### src/hw/rtl/gbr_pkg.sv
// ----------------------------------------------------------------------------
// gbr_pkg
// types and constants of the matrix multiply with bias and relu
// ----------------------------------------------------------------------------
`default_nettype none

package gbr_pkg;

    localparam int IdxW  = 4;
    localparam int CntW  = 5;
    localparam int ElemW = 16;
    localparam int AccW  = 40;
    localparam int AddrW = 2 * IdxW;
    localparam int CfgIdxW = 3;
    localparam int CfgDataW = 5;

    localparam logic [CntW-1:0] MaxRows  = 5'd16;
    localparam logic [CntW-1:0] MaxCols  = 5'd16;
    localparam logic [CntW-1:0] MaxDepth = 5'd16;

    // item kinds
    localparam logic [1:0] KIND_LOAD_A    = 2'd0;
    localparam logic [1:0] KIND_LOAD_B    = 2'd1;
    localparam logic [1:0] KIND_LOAD_BIAS = 2'd2;
    localparam logic [1:0] KIND_COMPUTE   = 2'd3;

    // register indexes
    localparam logic [CfgIdxW-1:0] REG_ROWS  = 3'd0;
    localparam logic [CfgIdxW-1:0] REG_COLS  = 3'd1;
    localparam logic [CfgIdxW-1:0] REG_DEPTH = 3'd2;
    localparam logic [CfgIdxW-1:0] REG_BIAS  = 3'd3;
    localparam logic [CfgIdxW-1:0] REG_RELU  = 3'd4;

    // controller to datapath commands
    typedef struct packed {
        logic             wr_a;
        logic             wr_b;
        logic             wr_bias;
        logic [AddrW-1:0] wr_addr;
        logic [ElemW-1:0] wr_data;
        logic             rd_en;
        logic [AddrW-1:0] rd_a_addr;
        logic [AddrW-1:0] rd_b_addr;
        logic [IdxW-1:0]  rd_bias_addr;
        logic             acc_clr;
        logic             out_load;
        logic             out_err;
        logic             out_last;
        logic [IdxW-1:0]  out_col;
        logic             bias_en;
        logic             relu_en;
    } t_dp_cmd;

    // datapath to controller status
    typedef struct packed {
        logic out_free;
    } t_dp_status;

endpackage

`default_nettype wire

### src/hw/rtl/gbr_ctrl.sv
// ----------------------------------------------------------------------------
// gbr_ctrl
// configuration registers and the sequencer over columns and depth
// ----------------------------------------------------------------------------
`default_nettype none

module gbr_ctrl import gbr_pkg::*; (
    input  wire logic                i_clk,
    input  wire logic                i_rst_n,
    input  wire logic                i_cfg_we,
    input  wire logic [CfgIdxW-1:0]  i_cfg_idx,
    input  wire logic [CfgDataW-1:0] i_cfg_data,
    input  wire logic                i_in_valid,
    output logic                     o_in_ready,
    input  wire logic [1:0]          i_kind,
    input  wire logic [IdxW-1:0]     i_row,
    input  wire logic [IdxW-1:0]     i_col,
    input  wire logic [ElemW-1:0]    i_value,
    input  wire t_dp_status          i_status,
    output t_dp_cmd                  o_cmd
);

    localparam logic [2:0] ST_IDLE  = 3'd0;
    localparam logic [2:0] ST_ISSUE = 3'd1;
    localparam logic [2:0] ST_DRAIN = 3'd2;
    localparam logic [2:0] ST_EMIT  = 3'd3;
    localparam logic [2:0] ST_ERR   = 3'd4;

    logic [2:0]      r_state, n_state;
    logic [CntW-1:0] r_rows, r_cols, r_depth;
    logic            r_bias_en, r_relu_en;
    logic [IdxW-1:0] r_row, n_row, r_j, n_j, r_k, n_k;
    logic            r_drain, n_drain;
    logic [CntW-1:0] nrows, ncols, ndepth;
    logic            accept;
    logic            k_last, j_last;

    // configuration registers
    always_ff @(posedge i_clk) begin
        if (!i_rst_n) begin
            r_rows    <= MaxRows;
            r_cols    <= MaxCols;
            r_depth   <= MaxDepth;
            r_bias_en <= 1'b0;
            r_relu_en <= 1'b0;
        end else if (i_cfg_we) begin
            unique case (i_cfg_idx)
                REG_ROWS:  r_rows    <= i_cfg_data;
                REG_COLS:  r_cols    <= i_cfg_data;
                REG_DEPTH: r_depth   <= i_cfg_data;
                REG_BIAS:  r_bias_en <= i_cfg_data[0];
                REG_RELU:  r_relu_en <= i_cfg_data[0];
                default: ;
            endcase
        end
    end

    // sizes: zero counts as one, above the maximum saturates
    always_comb begin
        nrows  = (r_rows == '0) ? 5'd1 : ((r_rows > MaxRows) ? MaxRows : r_rows);
        ncols  = (r_cols == '0) ? 5'd1 : ((r_cols > MaxCols) ? MaxCols : r_cols);
        ndepth = (r_depth == '0) ? 5'd1 : ((r_depth > MaxDepth) ? MaxDepth : r_depth);
    end

    assign o_in_ready = (r_state == ST_IDLE);
    assign accept     = i_in_valid && o_in_ready;
    assign k_last     = ({1'b0, r_k} == ndepth - 5'd1);
    assign j_last     = ({1'b0, r_j} == ncols - 5'd1);

    // next state and commands
    always_comb begin
        n_state = r_state;
        n_row   = r_row;
        n_j     = r_j;
        n_k     = r_k;
        n_drain = r_drain;
        o_cmd   = '0;
        o_cmd.bias_en      = r_bias_en;
        o_cmd.relu_en      = r_relu_en;
        o_cmd.wr_addr      = {i_row, i_col};
        o_cmd.wr_data      = i_value;
        o_cmd.rd_a_addr    = {r_row, r_k};
        o_cmd.rd_b_addr    = {r_k, r_j};
        o_cmd.rd_bias_addr = r_j;
        o_cmd.out_col      = r_j;
        o_cmd.out_last     = j_last;
        unique case (r_state)
            ST_IDLE: begin
                if (accept) begin
                    unique case (i_kind)
                        KIND_LOAD_A:    o_cmd.wr_a = 1'b1;
                        KIND_LOAD_B:    o_cmd.wr_b = 1'b1;
                        KIND_LOAD_BIAS: begin
                            o_cmd.wr_bias = 1'b1;
                            o_cmd.wr_addr = {{IdxW{1'b0}}, i_col};
                        end
                        default: begin
                            n_row = i_row;
                            n_j   = '0;
                            n_k   = '0;
                            n_state = ({1'b0, i_row} >= nrows) ? ST_ERR : ST_ISSUE;
                        end
                    endcase
                end
            end
            ST_ISSUE: begin
                o_cmd.rd_en   = 1'b1;
                o_cmd.acc_clr = (r_k == '0);
                n_k = r_k + 4'd1;
                if (k_last) begin
                    n_drain = 1'b1;
                    n_state = ST_DRAIN;
                end
            end
            ST_DRAIN: begin
                n_drain = 1'b0;
                if (!r_drain) n_state = ST_EMIT;
            end
            ST_EMIT: begin
                if (i_status.out_free) begin
                    o_cmd.out_load = 1'b1;
                    n_k = '0;
                    if (j_last) begin
                        n_state = ST_IDLE;
                    end else begin
                        n_j = r_j + 4'd1;
                        n_state = ST_ISSUE;
                    end
                end
            end
            ST_ERR: begin
                o_cmd.out_err  = 1'b1;
                o_cmd.out_last = 1'b1;
                if (i_status.out_free) begin
                    o_cmd.out_load = 1'b1;
                    n_state = ST_IDLE;
                end
            end
            default: n_state = ST_IDLE;
        endcase
    end

    always_ff @(posedge i_clk) begin
        if (!i_rst_n) begin
            r_state <= ST_IDLE;
            r_drain <= 1'b0;
        end else begin
            r_state <= n_state;
            r_drain <= n_drain;
        end
    end

    always_ff @(posedge i_clk) begin
        r_row <= n_row;
        r_j   <= n_j;
        r_k   <= n_k;
    end

endmodule

`default_nettype wire

### config.mk
export PLATFORM = sky130hd
export DESIGN_NAME = gbr_ctrl
export DESIGN_NICKNAME = d
export VERILOG_FILES = /design/src/hw/rtl/gbr_pkg.sv /design/src/hw/rtl/gbr_ctrl.sv
export SDC_FILE = /design/constraint.sdc
export NUM_CORES = 1
export LEC_CHECK = 0
export ABC_AREA = 1
export BUFFER_PORTS_ARGS = -buffer_cell sky130_fd_sc_hd__buf_2
export CORE_MARGIN = 5
export CORE_UTILIZATION = 48
export CTS_CLUSTER_DIAMETER = 50
export DETAILED_ROUTE_END_ITERATION = 6
export GPL_TIMING_DRIVEN = 1
export PLACE_DENSITY = 0.87
export SYNTH_ARGS = -nofsm -noshare
export SYNTH_HDL_FRONTEND = slang
export SYNTH_SLANG_ARGS = --single-unit
export TNS_END_PERCENT = 100
### constraint.sdc
create_clock -name i_clk -period 2.3 [get_ports i_clk]
set_input_delay 0.115 -clock i_clk [delete_from_list [all_inputs] [get_ports i_clk]]
set_output_delay 0.115 -clock i_clk [all_outputs]
set_load 0.005 [all_outputs]
**Word-level counts from Yosys, hierarchy flattened**

Cells that the tools add are included.

- Bits in registers: 33
- Word-level logic and storage cells: 95
- Bits of input ports: 39
- Output and inout port bits: 59

- Add/subtract/negate cells: 4
- Equal/unequal tests: 19
- Reduce and logical (&&, ||, !) cells: 23
- Bitwise gates (word level): 1
- Multiplexer cells: 34
- Order comparisons: 4

Operators with widths:

| cell | count |
|---|---|
| $mux W5 | 6 |
| $mux W11 | 2 |
| $mux W3 | 7 |
| $mux W4 | 5 |
| $gt A5 B5 Y1 const B | 3 |
| $logic_not A5 Y1 | 3 |
| $pmux W3 S5 | 1 |
| $eq A3 B2 Y1 const B | 4 |
| $ne A2 B2 Y1 const B | 6 |
| $pmux W4 S3 | 1 |
| $reduce_and A2 Y1 | 6 |
| $eq A4 B5 Y1 | 2 |
| $sub A5 B1 Y5 const B | 2 |
| $mux W9 | 1 |
| $add A4 B1 Y4 const B | 2 |
| $mux W1 | 8 |
| $pmux W4 S2 | 1 |
| $eq A3 B1 Y1 const B | 2 |
| $eq A3 B3 Y1 const B | 2 |
| $logic_not A3 Y1 | 2 |
| $reduce_and A6 Y1 | 1 |
| $ge A4 B5 Y1 | 1 |
| $reduce_and A5 Y1 | 1 |
| $logic_not A4 Y1 | 1 |
| other kinds (14) | 15 |

**Longest topological paths before layout**

Gate-level depths: netlist (run 1).

- Word-level depth: 8
- Depth in mapped cells: 16
- Gate-level depth less buffers: 16

**Least setup slack after synthesis (run 1)**

OpenSTA, ideal clock, no wires.

- Path type: register to register
- Start: register r_rows[0]
- End: register r_state[0]
- Data required time: 2.184 ns
- Library setup time: 0.116 ns
- Buffers on the path: 0
- Arrival time: 1.937 ns
- Slack: 0.248 ns
- Clock period less this slack: 2.052 ns
- Stages on the path, launching flop included: 13
- Cells stage by stage: dfxtp_1 -> or4_1 -> nand2_1 -> nand2_1 -> ha_1 -> nand4_1 -> or2_2 -> nand3_1 -> o21ai_0 -> inv_1 -> nand2_1 -> nand2_1 -> a21oi_1

- Longest elaborated chain between the ends: 8
- Elaborated cells on any way between the ends: 9
- Classes of those cells: order compare (2); mux (6); reduce/logical (1)

RTL lines:

| what | line | RTL |
|---|---|---|
| start: declaration | gbr_ctrl.sv:30 | `logic [CntW-1:0] r_rows, r_cols, r_depth;` |
| start signal: assignment | gbr_ctrl.sv:41 | `r_rows <= MaxRows;` |
| start signal: assignment | gbr_ctrl.sv:48 | `REG_ROWS: r_rows <= i_cfg_data;` |
| $gt A5 B5 Y1 | gbr_ctrl.sv:60 | `nrows = (r_rows == '0) ? 5'd1 : ((r_rows > MaxRows) ? MaxRows : r_rows);` |
| $mux W5 | gbr_ctrl.sv:60 |  |
| $mux W5 (*) | gbr_ctrl.sv:60 |  |
| $ge A4 B5 Y1 (*) | gbr_ctrl.sv:101 | `n_state = ({1'b0, i_row} >= nrows) ? ST_ERR : ST_ISSUE;` |
| $mux W3 (*) | gbr_ctrl.sv:101 |  |
| $mux W3 (*) | gbr_ctrl.sv:90 | `unique case (i_kind)` |
| $mux W3 (*) | gbr_ctrl.sv:89 | `if (accept) begin` |
| $pmux W3 S5 (*) | gbr_ctrl.sv:87 | `unique case (r_state)` |
| end signal: assignment | gbr_ctrl.sv:148 | `r_state <= n_state;` |
| end: declaration | gbr_ctrl.sv:29 | `logic [2:0] r_state, n_state;` |

Mark *: on every way between the ends. The rest lies on a longest branch, timed or not. The select of a mux whose other input is x is not followed.
A chain may end at the register's enable or synchronous reset.

**Worst setup path after layout (run 1)**

Same ends and word-level chain as after synthesis.

==> results of run 1 <==
## sequential cells by signal, indices dropped and copies added, names as in the netlist
| signal | flops |
|---|---|
| r_cols | 5 |
| r_depth | 5 |
| r_rows | 5 |
| r_j | 4 |
| r_k | 4 |
| r_row | 4 |
| r_state | 3 |
| r_bias_en | 1 |
| r_drain | 1 |
| r_relu_en | 1 |
## power breakdown
part	internal (mW)	switching [mW]
registers	0.753	0.141
logic	0.434	0.594
clock network	0.278	0.223
## worst paths after layout
path,endpoint,slack [ns]
setup / recovery,r_state[0],0.12
hold / removal,r_row[3],0.02
setup reg to reg,r_state[0],0.12
hold reg to reg,r_relu_en,0.45
## cell type report
class,count,area share
clock buffers,7,0.0386
well taps,52,0.0258
clock inverters,1,0.00198
flip-flops and latches,33,0.310
inverters,51,0.0758
repair buffers,62,0.129
multi-input cells,200,0.419
## kinds of logic after synthesis
kind of cell	after synthesis	synth area share
AND/OR/NAND/NOR	142	0.268
buffers and inverters	87	0.203
flip-flops	33	0.349
AO/OA/AOI/OAI	42	0.103
XOR/XNOR	7	0.0274
adder cells (fa/ha/maj)	9	0.0503
## Yosys cell counts
cell type	n	share of area
o21ai_0	23	0.051
clkbuf_1	2	0.0034
a21oi_1	12	0.027
a21oi_2	1	0.0039
or4_1	1	0.0034
or2_2	1	0.0028
edfxtp_1	12	0.16
nor2_2	2	0.0056
nand3_1	21	0.047
nor3_2	3	0.013
nand2_2	1	0.0028
inv_1	47	0.079
xnor2_1	3	0.012
nor2_1	50	0.084
xor2_1	4	0.016
inv_2	4	0.0067
ha_1	9	0.050
nor3_1	2	0.0045
o21a_1	1	0.0034
o211ai_1	3	0.010
nand4_1	2	0.0056
nand2_1	59	0.099
o211ai_2	1	0.0056
dfxtp_1	21	0.19
buf_4	34	0.11
o21ai_1	1	0.0022
## per-layer routing
layer	global-route usage	wire length [um]
met2	0.271	2340
met3	0.0469	315
met5	0	0
met1	0.167	2040
met4	0.0927	87
## cells in the final DEF, fill, tap and decap left out, drive strengths merged
cell type | netlist | final
xnor2 | 3 | 3
ha | 9 | 9
buf | 34 | 61
a21oi | 13 | 13
o21ai | 24 | 24
nor2 | 52 | 52
clkinv | 0 | 1
or2 | 1 | 1
nand3 | 21 | 21
dlygate4sd3 | 0 | 1
nor3 | 5 | 5
dfxtp | 21 | 21
or4 | 1 | 1
clkbuf | 2 | 7
nand2 | 60 | 60
edfxtp | 12 | 12
o21a | 1 | 1
nand4 | 2 | 2
inv | 51 | 51
xor2 | 4 | 4
o211ai | 4 | 4
## timing repair
item | CTS | global route
hold buffers | 1 | 0
resized for setup | 0 | 14
setup buffers | 0 | 3
setup endpoints to repair | 0 | 7
endpoints found under the hold margin | 1 | 0
## critical path, cell delays in order, from the launching register on
cell and delay, ns:
dfxtp_1 0.33, or4_4 0.56, nand2_4 0.09, nand2_1 0.05
ha_1 0.29, nand4_1 0.09, or2_2 0.29, nand3_2 0.09
o21ai_0 0.07, inv_1 0.05, nand2_1 0.05, nand2_1 0.06
a21oi_1 0.05
==> summary.md, run 1 <==
| Metric | Value |
|---|---|
| Status | finished, final reports clean |
| Total wire length | around 4800 um |
| Die Ht | 78.3 um |
| Detailed placement HPWL | 3640 um |
| Crit path DAT | 2.36 ns |
| Reg2Reg Depth | 12 |
| Final hold slack | 0.0227 ns |
| Type of origin of the critical path | flip-flop |
| Max-slew violations | 0 |
| Setup crit start | r_rows[0] |
| Initial antenna violation count | 0 |
| Starting DRT DRC Count | 87 |
| CTS Sinks | 33 |
| Ys Warns | 0 |
| Cells after Synth | 320 |
| Hold Path Cell Cnt | 1 |
| Average wire per standard cell | 11.8 um |
| Clock slew at reported path FFs | 0.08 ns |
| Remaining DRCs | 0 |
| Sequential-to-total area share from yosys stat | 0.349 |
| Die X | 78.3 um |
| Synth Cell Area | 2240 um^2 |
| Min setup slack post-route | 0.124 ns |
| Core area | 4440 um^2 |
| Final Skew | 0.0108 ns |
| Peak VDD IR | 0.000403 V |
| H-Tree Level Count | 2 |
| Die outline area | slightly above 6000 um^2 |
| Share of cells above drive strength 1 | 0.257 |
| Global-route wire length before repair | between 7000 and 8000 um |
| Overall power | 2.42 mW |
| Final Non-Filler Cells | 406 |
| Area growth syn-to-layout | 12.8% |
| Starting Density | 0.504 |
| Vias | approximately 2k |
| Fill count | approximately 410 |
| Routability-driven placement congestion ratio | 0.835 |
| Syn nets | 368 |
| Fin area | 2530 um^2 |
| Syn_area_per_cell | 7.00 um^2 |
| Synth cell types | 26 |
| Maxcap violations | 0 |
| Vias per cell | 4.96 |
| Post-synthesis register bit count | 33 |
| CP Max Fanout | 3 |
| Dpl ws | 0.0625 ns |
| Setup_tns | 0 ns |
| Root Buffer | clkbuf_8 |
| Worst endpoint required time | 2.49 ns |
| Register area | 783 um^2 |
| Antenna diodes | 0 |
| IO buf count | 57 |
| P_leak | 1.26 nW |
| Num CTS Buffers | 5 |
| Power Density | 958 nW/um^2 |
| Max Freq | ~460 MHz |
| Final Cycle Share | 0.946 |
| Vias in the first global route | between 1.5k and 2k |
| DRT antenna net count | 0 |
| GRT Util Overall | 0.156 |
| Hold Crit Class | in2reg |
| Slew HR | 0.726 |
| Worst-margin pin slew | around 0.41 ns |
| RR Startpoint | r_rows[0] |
| Final layout net count | 401 |
| Clock Tree Buf Depth | 2 |
| HP Start | i_row[3] |
| Footprint of the multi-input gates | 1060 um^2 |
| FP Rows | 24 |
| Hold Vio Cnt, Final | 0 |
| Final Util | 0.568 |
| Number of placed I/O pins | 98 |
| # setup viols final | 0 |
| Largest net degree at the start of global routing | 20 |
| Total congestion overflow | 0 |
| Skew-Pair Late Insertion Delay | 0.30 ns |
| CTS tree | yes |
| CP endpoint kind | flip-flop |
| Crit path kind | reg2reg |
| Placed cell area | around 2300 um^2 |
| Tmin final | between 2 and 2.5 ns |
| Dpl cells | around 390 |
| Initial DRT Pass Iterations | 4 |
Note: power is estimated with default switching activity, not from simulation.
==> run 2: changes to the inputs <==
ABC_AREA = not set   (was 1)
CORE_ASPECT_RATIO = 0.7   (was not set)
CORE_UTILIZATION = 47   (was 48)
PLACE_DENSITY = 0.86   (was 0.87)
clock period = 2.5 ns   (was 2.3 ns; I/O delays follow)
==> run 2 against run 1 <==
  * Count of clock-buffer cells in the layout up 1
  * Sequential share of layout area up 1.7 points
  * Area after synthesis decreased by 4.1%
  * Clock skew shrank 0.0059 ns
  * Critical path type unchanged
==> summary.md, run 2 <==
| Metric | Value |
|---|---|
| Status | finished, final reports clean |
| Number of placed I/O pins | 98 (unchanged) |
| Synth top area cells | dfxtp_1, edfxtp_1, buf_4 |
| Dpl ws | 0.0331 ns (-0.0293 ns) |
| Crit path cell chain | or4_4, and2_1, ha_1, xnor2_1, a2111oi_4, a31oi_1, o31ai_2 |
| Setup_tns | 0 ns (unchanged) |
| Share of cells above drive strength 1 | 0.281 (+0.0238) |
| GRT Util Overall | 0.160 (+0.00416) |
| Sw Ratio | 0.299 (-0.0963) |
| Most frequent cell after synthesis | buf_4 |
| Asr flop ratio synth | 0 (unchanged) |
| Synth Cell Area | 2150 um^2 (-4.1%) |
| Largest net degree at the start of global routing | 18 (-10%) |
| CP Max Fanout | 5 (+2) |
| Type of origin of the critical path | flip-flop |
| Fill count | 390 (-5.8%) |
| Die X | 90.8 um (+16%) |
| Starting Density | 0.491 (-0.0134) |
| Area growth syn-to-layout | 11.0% |
| Footprint of the multi-input gates | 1070 um^2 (+0.83%) |
| CTS tree | yes |
| Total wire length | 4710 um (-1.5%) |
| Tmin final | 2.35 ns (+0.175 ns) |
| Dpl cells | 314 (-20%) |
| Int Pwr | 1.07 mW (-27%) |
| Vias per cell | 5.31 (+7.0%) |
| # setup viols final | 0 (unchanged) |
| Total congestion overflow | 0 (unchanged) |
| Clock Tree Buf Depth | 2 (unchanged) |
| Clock power frac | 0.311 (+0.104) |
| Core area | 4380 um^2 (-1.5%) |
| Largest area contributor in the netlist | dfxtp_1 |
| CP endpoint kind | flip-flop |
| Final Skew | 0.00490 ns (-0.00590 ns) |
| Initial DRT Pass Iterations | 4 (unchanged) |
| Antenna diodes | 0 (unchanged) |
| Sequential-to-total area share from yosys stat | 0.363 (+0.0148) |
| Remaining DRCs | 0 (unchanged) |
| Power Density | 639 nW/um^2 (-33%) |
| Crit-path leading delay family | compound AO/OA/AOI/OAI gates |
| CTS Sinks | 33 (unchanged) |
| Vias in the first global route | 1,613 (-16%) |
| Registers with the most flip-flops | r_cols: 5 flops, r_depth: 5 flops, r_rows: 5 flops |
| Hold Vio Cnt, Final | 0 (unchanged) |
| Setup repair after global routing missed its margin | no |
| FP Rows | 20 (-17%) |
| Most frequent cells in the layout | buf_2, nor2_1, dfxtp_1 |
| Crit path kind | reg2reg |
| Logic gate share of total power | 0.258 (-0.167) |
| Die outline area | 6040 um^2 (-1.4%) |
| Final layout net count | 314 (-22%) |
| Maxcap violations | 0 (unchanged) |
| Register area | 781 um^2 (-0.32%) |
| Max-slew violations | 0 (unchanged) |
| Commonest non-fill, non-tap cell in the layout | buf_2 |
| Syn nets | 284 (-23%) |
| Starting DRT DRC Count | 154 (+77%) |
| Post-synth EDFFs | 12 (unchanged) |
| Hold Crit Class | in2reg |
| Routability-driven placement congestion ratio | 0.902 (+8.0%) |
| Clock slew at reported path FFs | 0.07 ns (about the same) |
| NetSw | 0.456 mW (-52%) |
| Buf/Inv on CP | 0 (-1) |
| P_leak | 1.02 nW (-19%) |
| Num CTS Buffers | 5 (unchanged) |
| Flop pwr share | 0.432 (+0.063) |
| Skew-Pair Late Insertion Delay | 0.28 ns (-0.02 ns) |
| Crit path DAT | 2.55 ns (+0.19 ns) |
| Die Ht | 66.6 um (-15%) |
| Average wire per standard cell | 14.6 um (+24%) |
| Slowest-stage cell, CP | or4_4 |
| IO buf count | 57 (unchanged) |
| Final Non-Filler Cells | 322 (-21%) |
| Synth cell types | 49 (+88%) |
| Min setup slack post-route | 0.149 ns (+0.0249 ns) |
| Ys flop type | dfxtp_1 |
| Root Buffer | clkbuf_8 |
| Slew HR | 0.595 (-0.132) |
| Ys Warns | 0 (unchanged) |
| Post-synth top area share | 0.196 (+0.00798) |
| Final Cycle Share | 0.940 (-0.00565) |
| Max Freq | 425 MHz (-7.4%) |
| Syn_area_per_cell | 9.10 um^2 (+30%) |
| Cells after Synth | 236 (-26%) |
| Global-route wire length before repair | 7740 um (-0.88%) |
| Detailed placement HPWL | 3660 um (+0.49%) |
| Worst-margin pin slew | 0.603 ns (+0.194 ns) |
| Post-synthesis register bit count | 33 (unchanged) |
| H-Tree Level Count | 2 (unchanged) |
| Synth cell count leaders | buf_4, nor2_1, dfxtp_1 |
| DRT antenna net count | 0 (unchanged) |
| CP max stage delay | 0.53 ns (-0.03 ns) |
| Worst endpoint required time | 2.69 ns (+0.20 ns) |
| Initial antenna violation count | 0 (unchanged) |
| Peak VDD IR | 0.000294 V (-27%) |
| Vias | 1,709 (-15%) |
-- run 2: cell count changes after synthesis, moves of 6 or more --
cell and change:
nor2_1 -18, o21ai_0 -22, inv_1 -37, a21oi_1 -7
nand2b_1 +8, nor3_1 +6, mux2i_1 +17, and2_1 +6
nand3_1 -15, nand2_1 -49
-- run 2: final timing paths --
| path | depth (start not counted) | to | slack [ns] | from |
|---|---|---|---|---|
| setup / recovery | 7 | r_state[0] | 0.15 | r_depth[2] |
| hold reg to reg | 2 | r_bias_en | 0.50 | r_bias_en |
| hold / removal | 1 | r_row[0] | 0.03 | i_row[0] |
| setup reg to reg | 7 | r_state[0] | 0.15 | r_depth[2] |
-- run 2: stage by stage --
stage               power (mW)  hold slack [ns]   util  cell area (um^2)
detailed placement        1.05            0.250  0.516              2260
global route              1.62           0.0184  0.545              2380
global placement          1.04            0.250  0.516              2260
finish                    1.52           0.0324  0.545              2380
floorplan                0.940            0.187      -              2150
CTS                       1.53           0.0272  0.545              2380
-- run 2: kinds of logic after synthesis --
family,Yosys count,synth area share
AO/OA/AOI/OAI,24,0.0885
XOR/XNOR,12,0.0489
adder cells (fa/ha/maj),9,0.0524
buffers and inverters,49,0.146
flip-flops,33,0.363
multiplexers,17,0.0792
AND/OR/NAND/NOR,92,0.222
-- run 2: worst reg2reg max path: stages (launching register included) --
cell and delay, ns:
dfxtp_1 0.34, or4_4 0.53, and2_1 0.16, ha_1 0.30
xnor2_1 0.17, a2111oi_4 0.39, a31oi_1 0.17, o31ai_2 0.21
-- run 2: layout make-up --
type                       count  share of cell area
sequential                    33               0.327
multi-input combinational    154               0.448
inverter                      11              0.0173
timing repair buffer          61               0.132
tap                           55              0.0289
clock buffer                   8              0.0467
-- run 2: layer usage --
metal,global-route usage,share of wire
met1,0.202,0.46
met2,0.257,0.43
met3,0.0632,0.10
met4,0.0403,0.0072
met5,0,0
-- run 2: power by group through the flow --
stage | combinational [mW] | clock [mW] | sequential, mW
2_1_floorplan | 0.279 | 0 | 0.661
3_3_place_gp | 0.373 | 0 | 0.668
3_5_place_dp | 0.381 | 0 | 0.671
4_1_cts | 0.392 | 0.481 | 0.659
5_1_grt | 0.440 | 0.513 | 0.667
6_report | 0.392 | 0.474 | 0.658
-- run 2: what timing repair did --
item | in CTS | in global routing
resized for setup | 1 | 1
hold buffers | 0 | 0
hold endpoints to repair | 0 | 0
pin swaps | 0 | 2
setup buffers | 0 | 0
setup endpoints to repair | 1 | 3
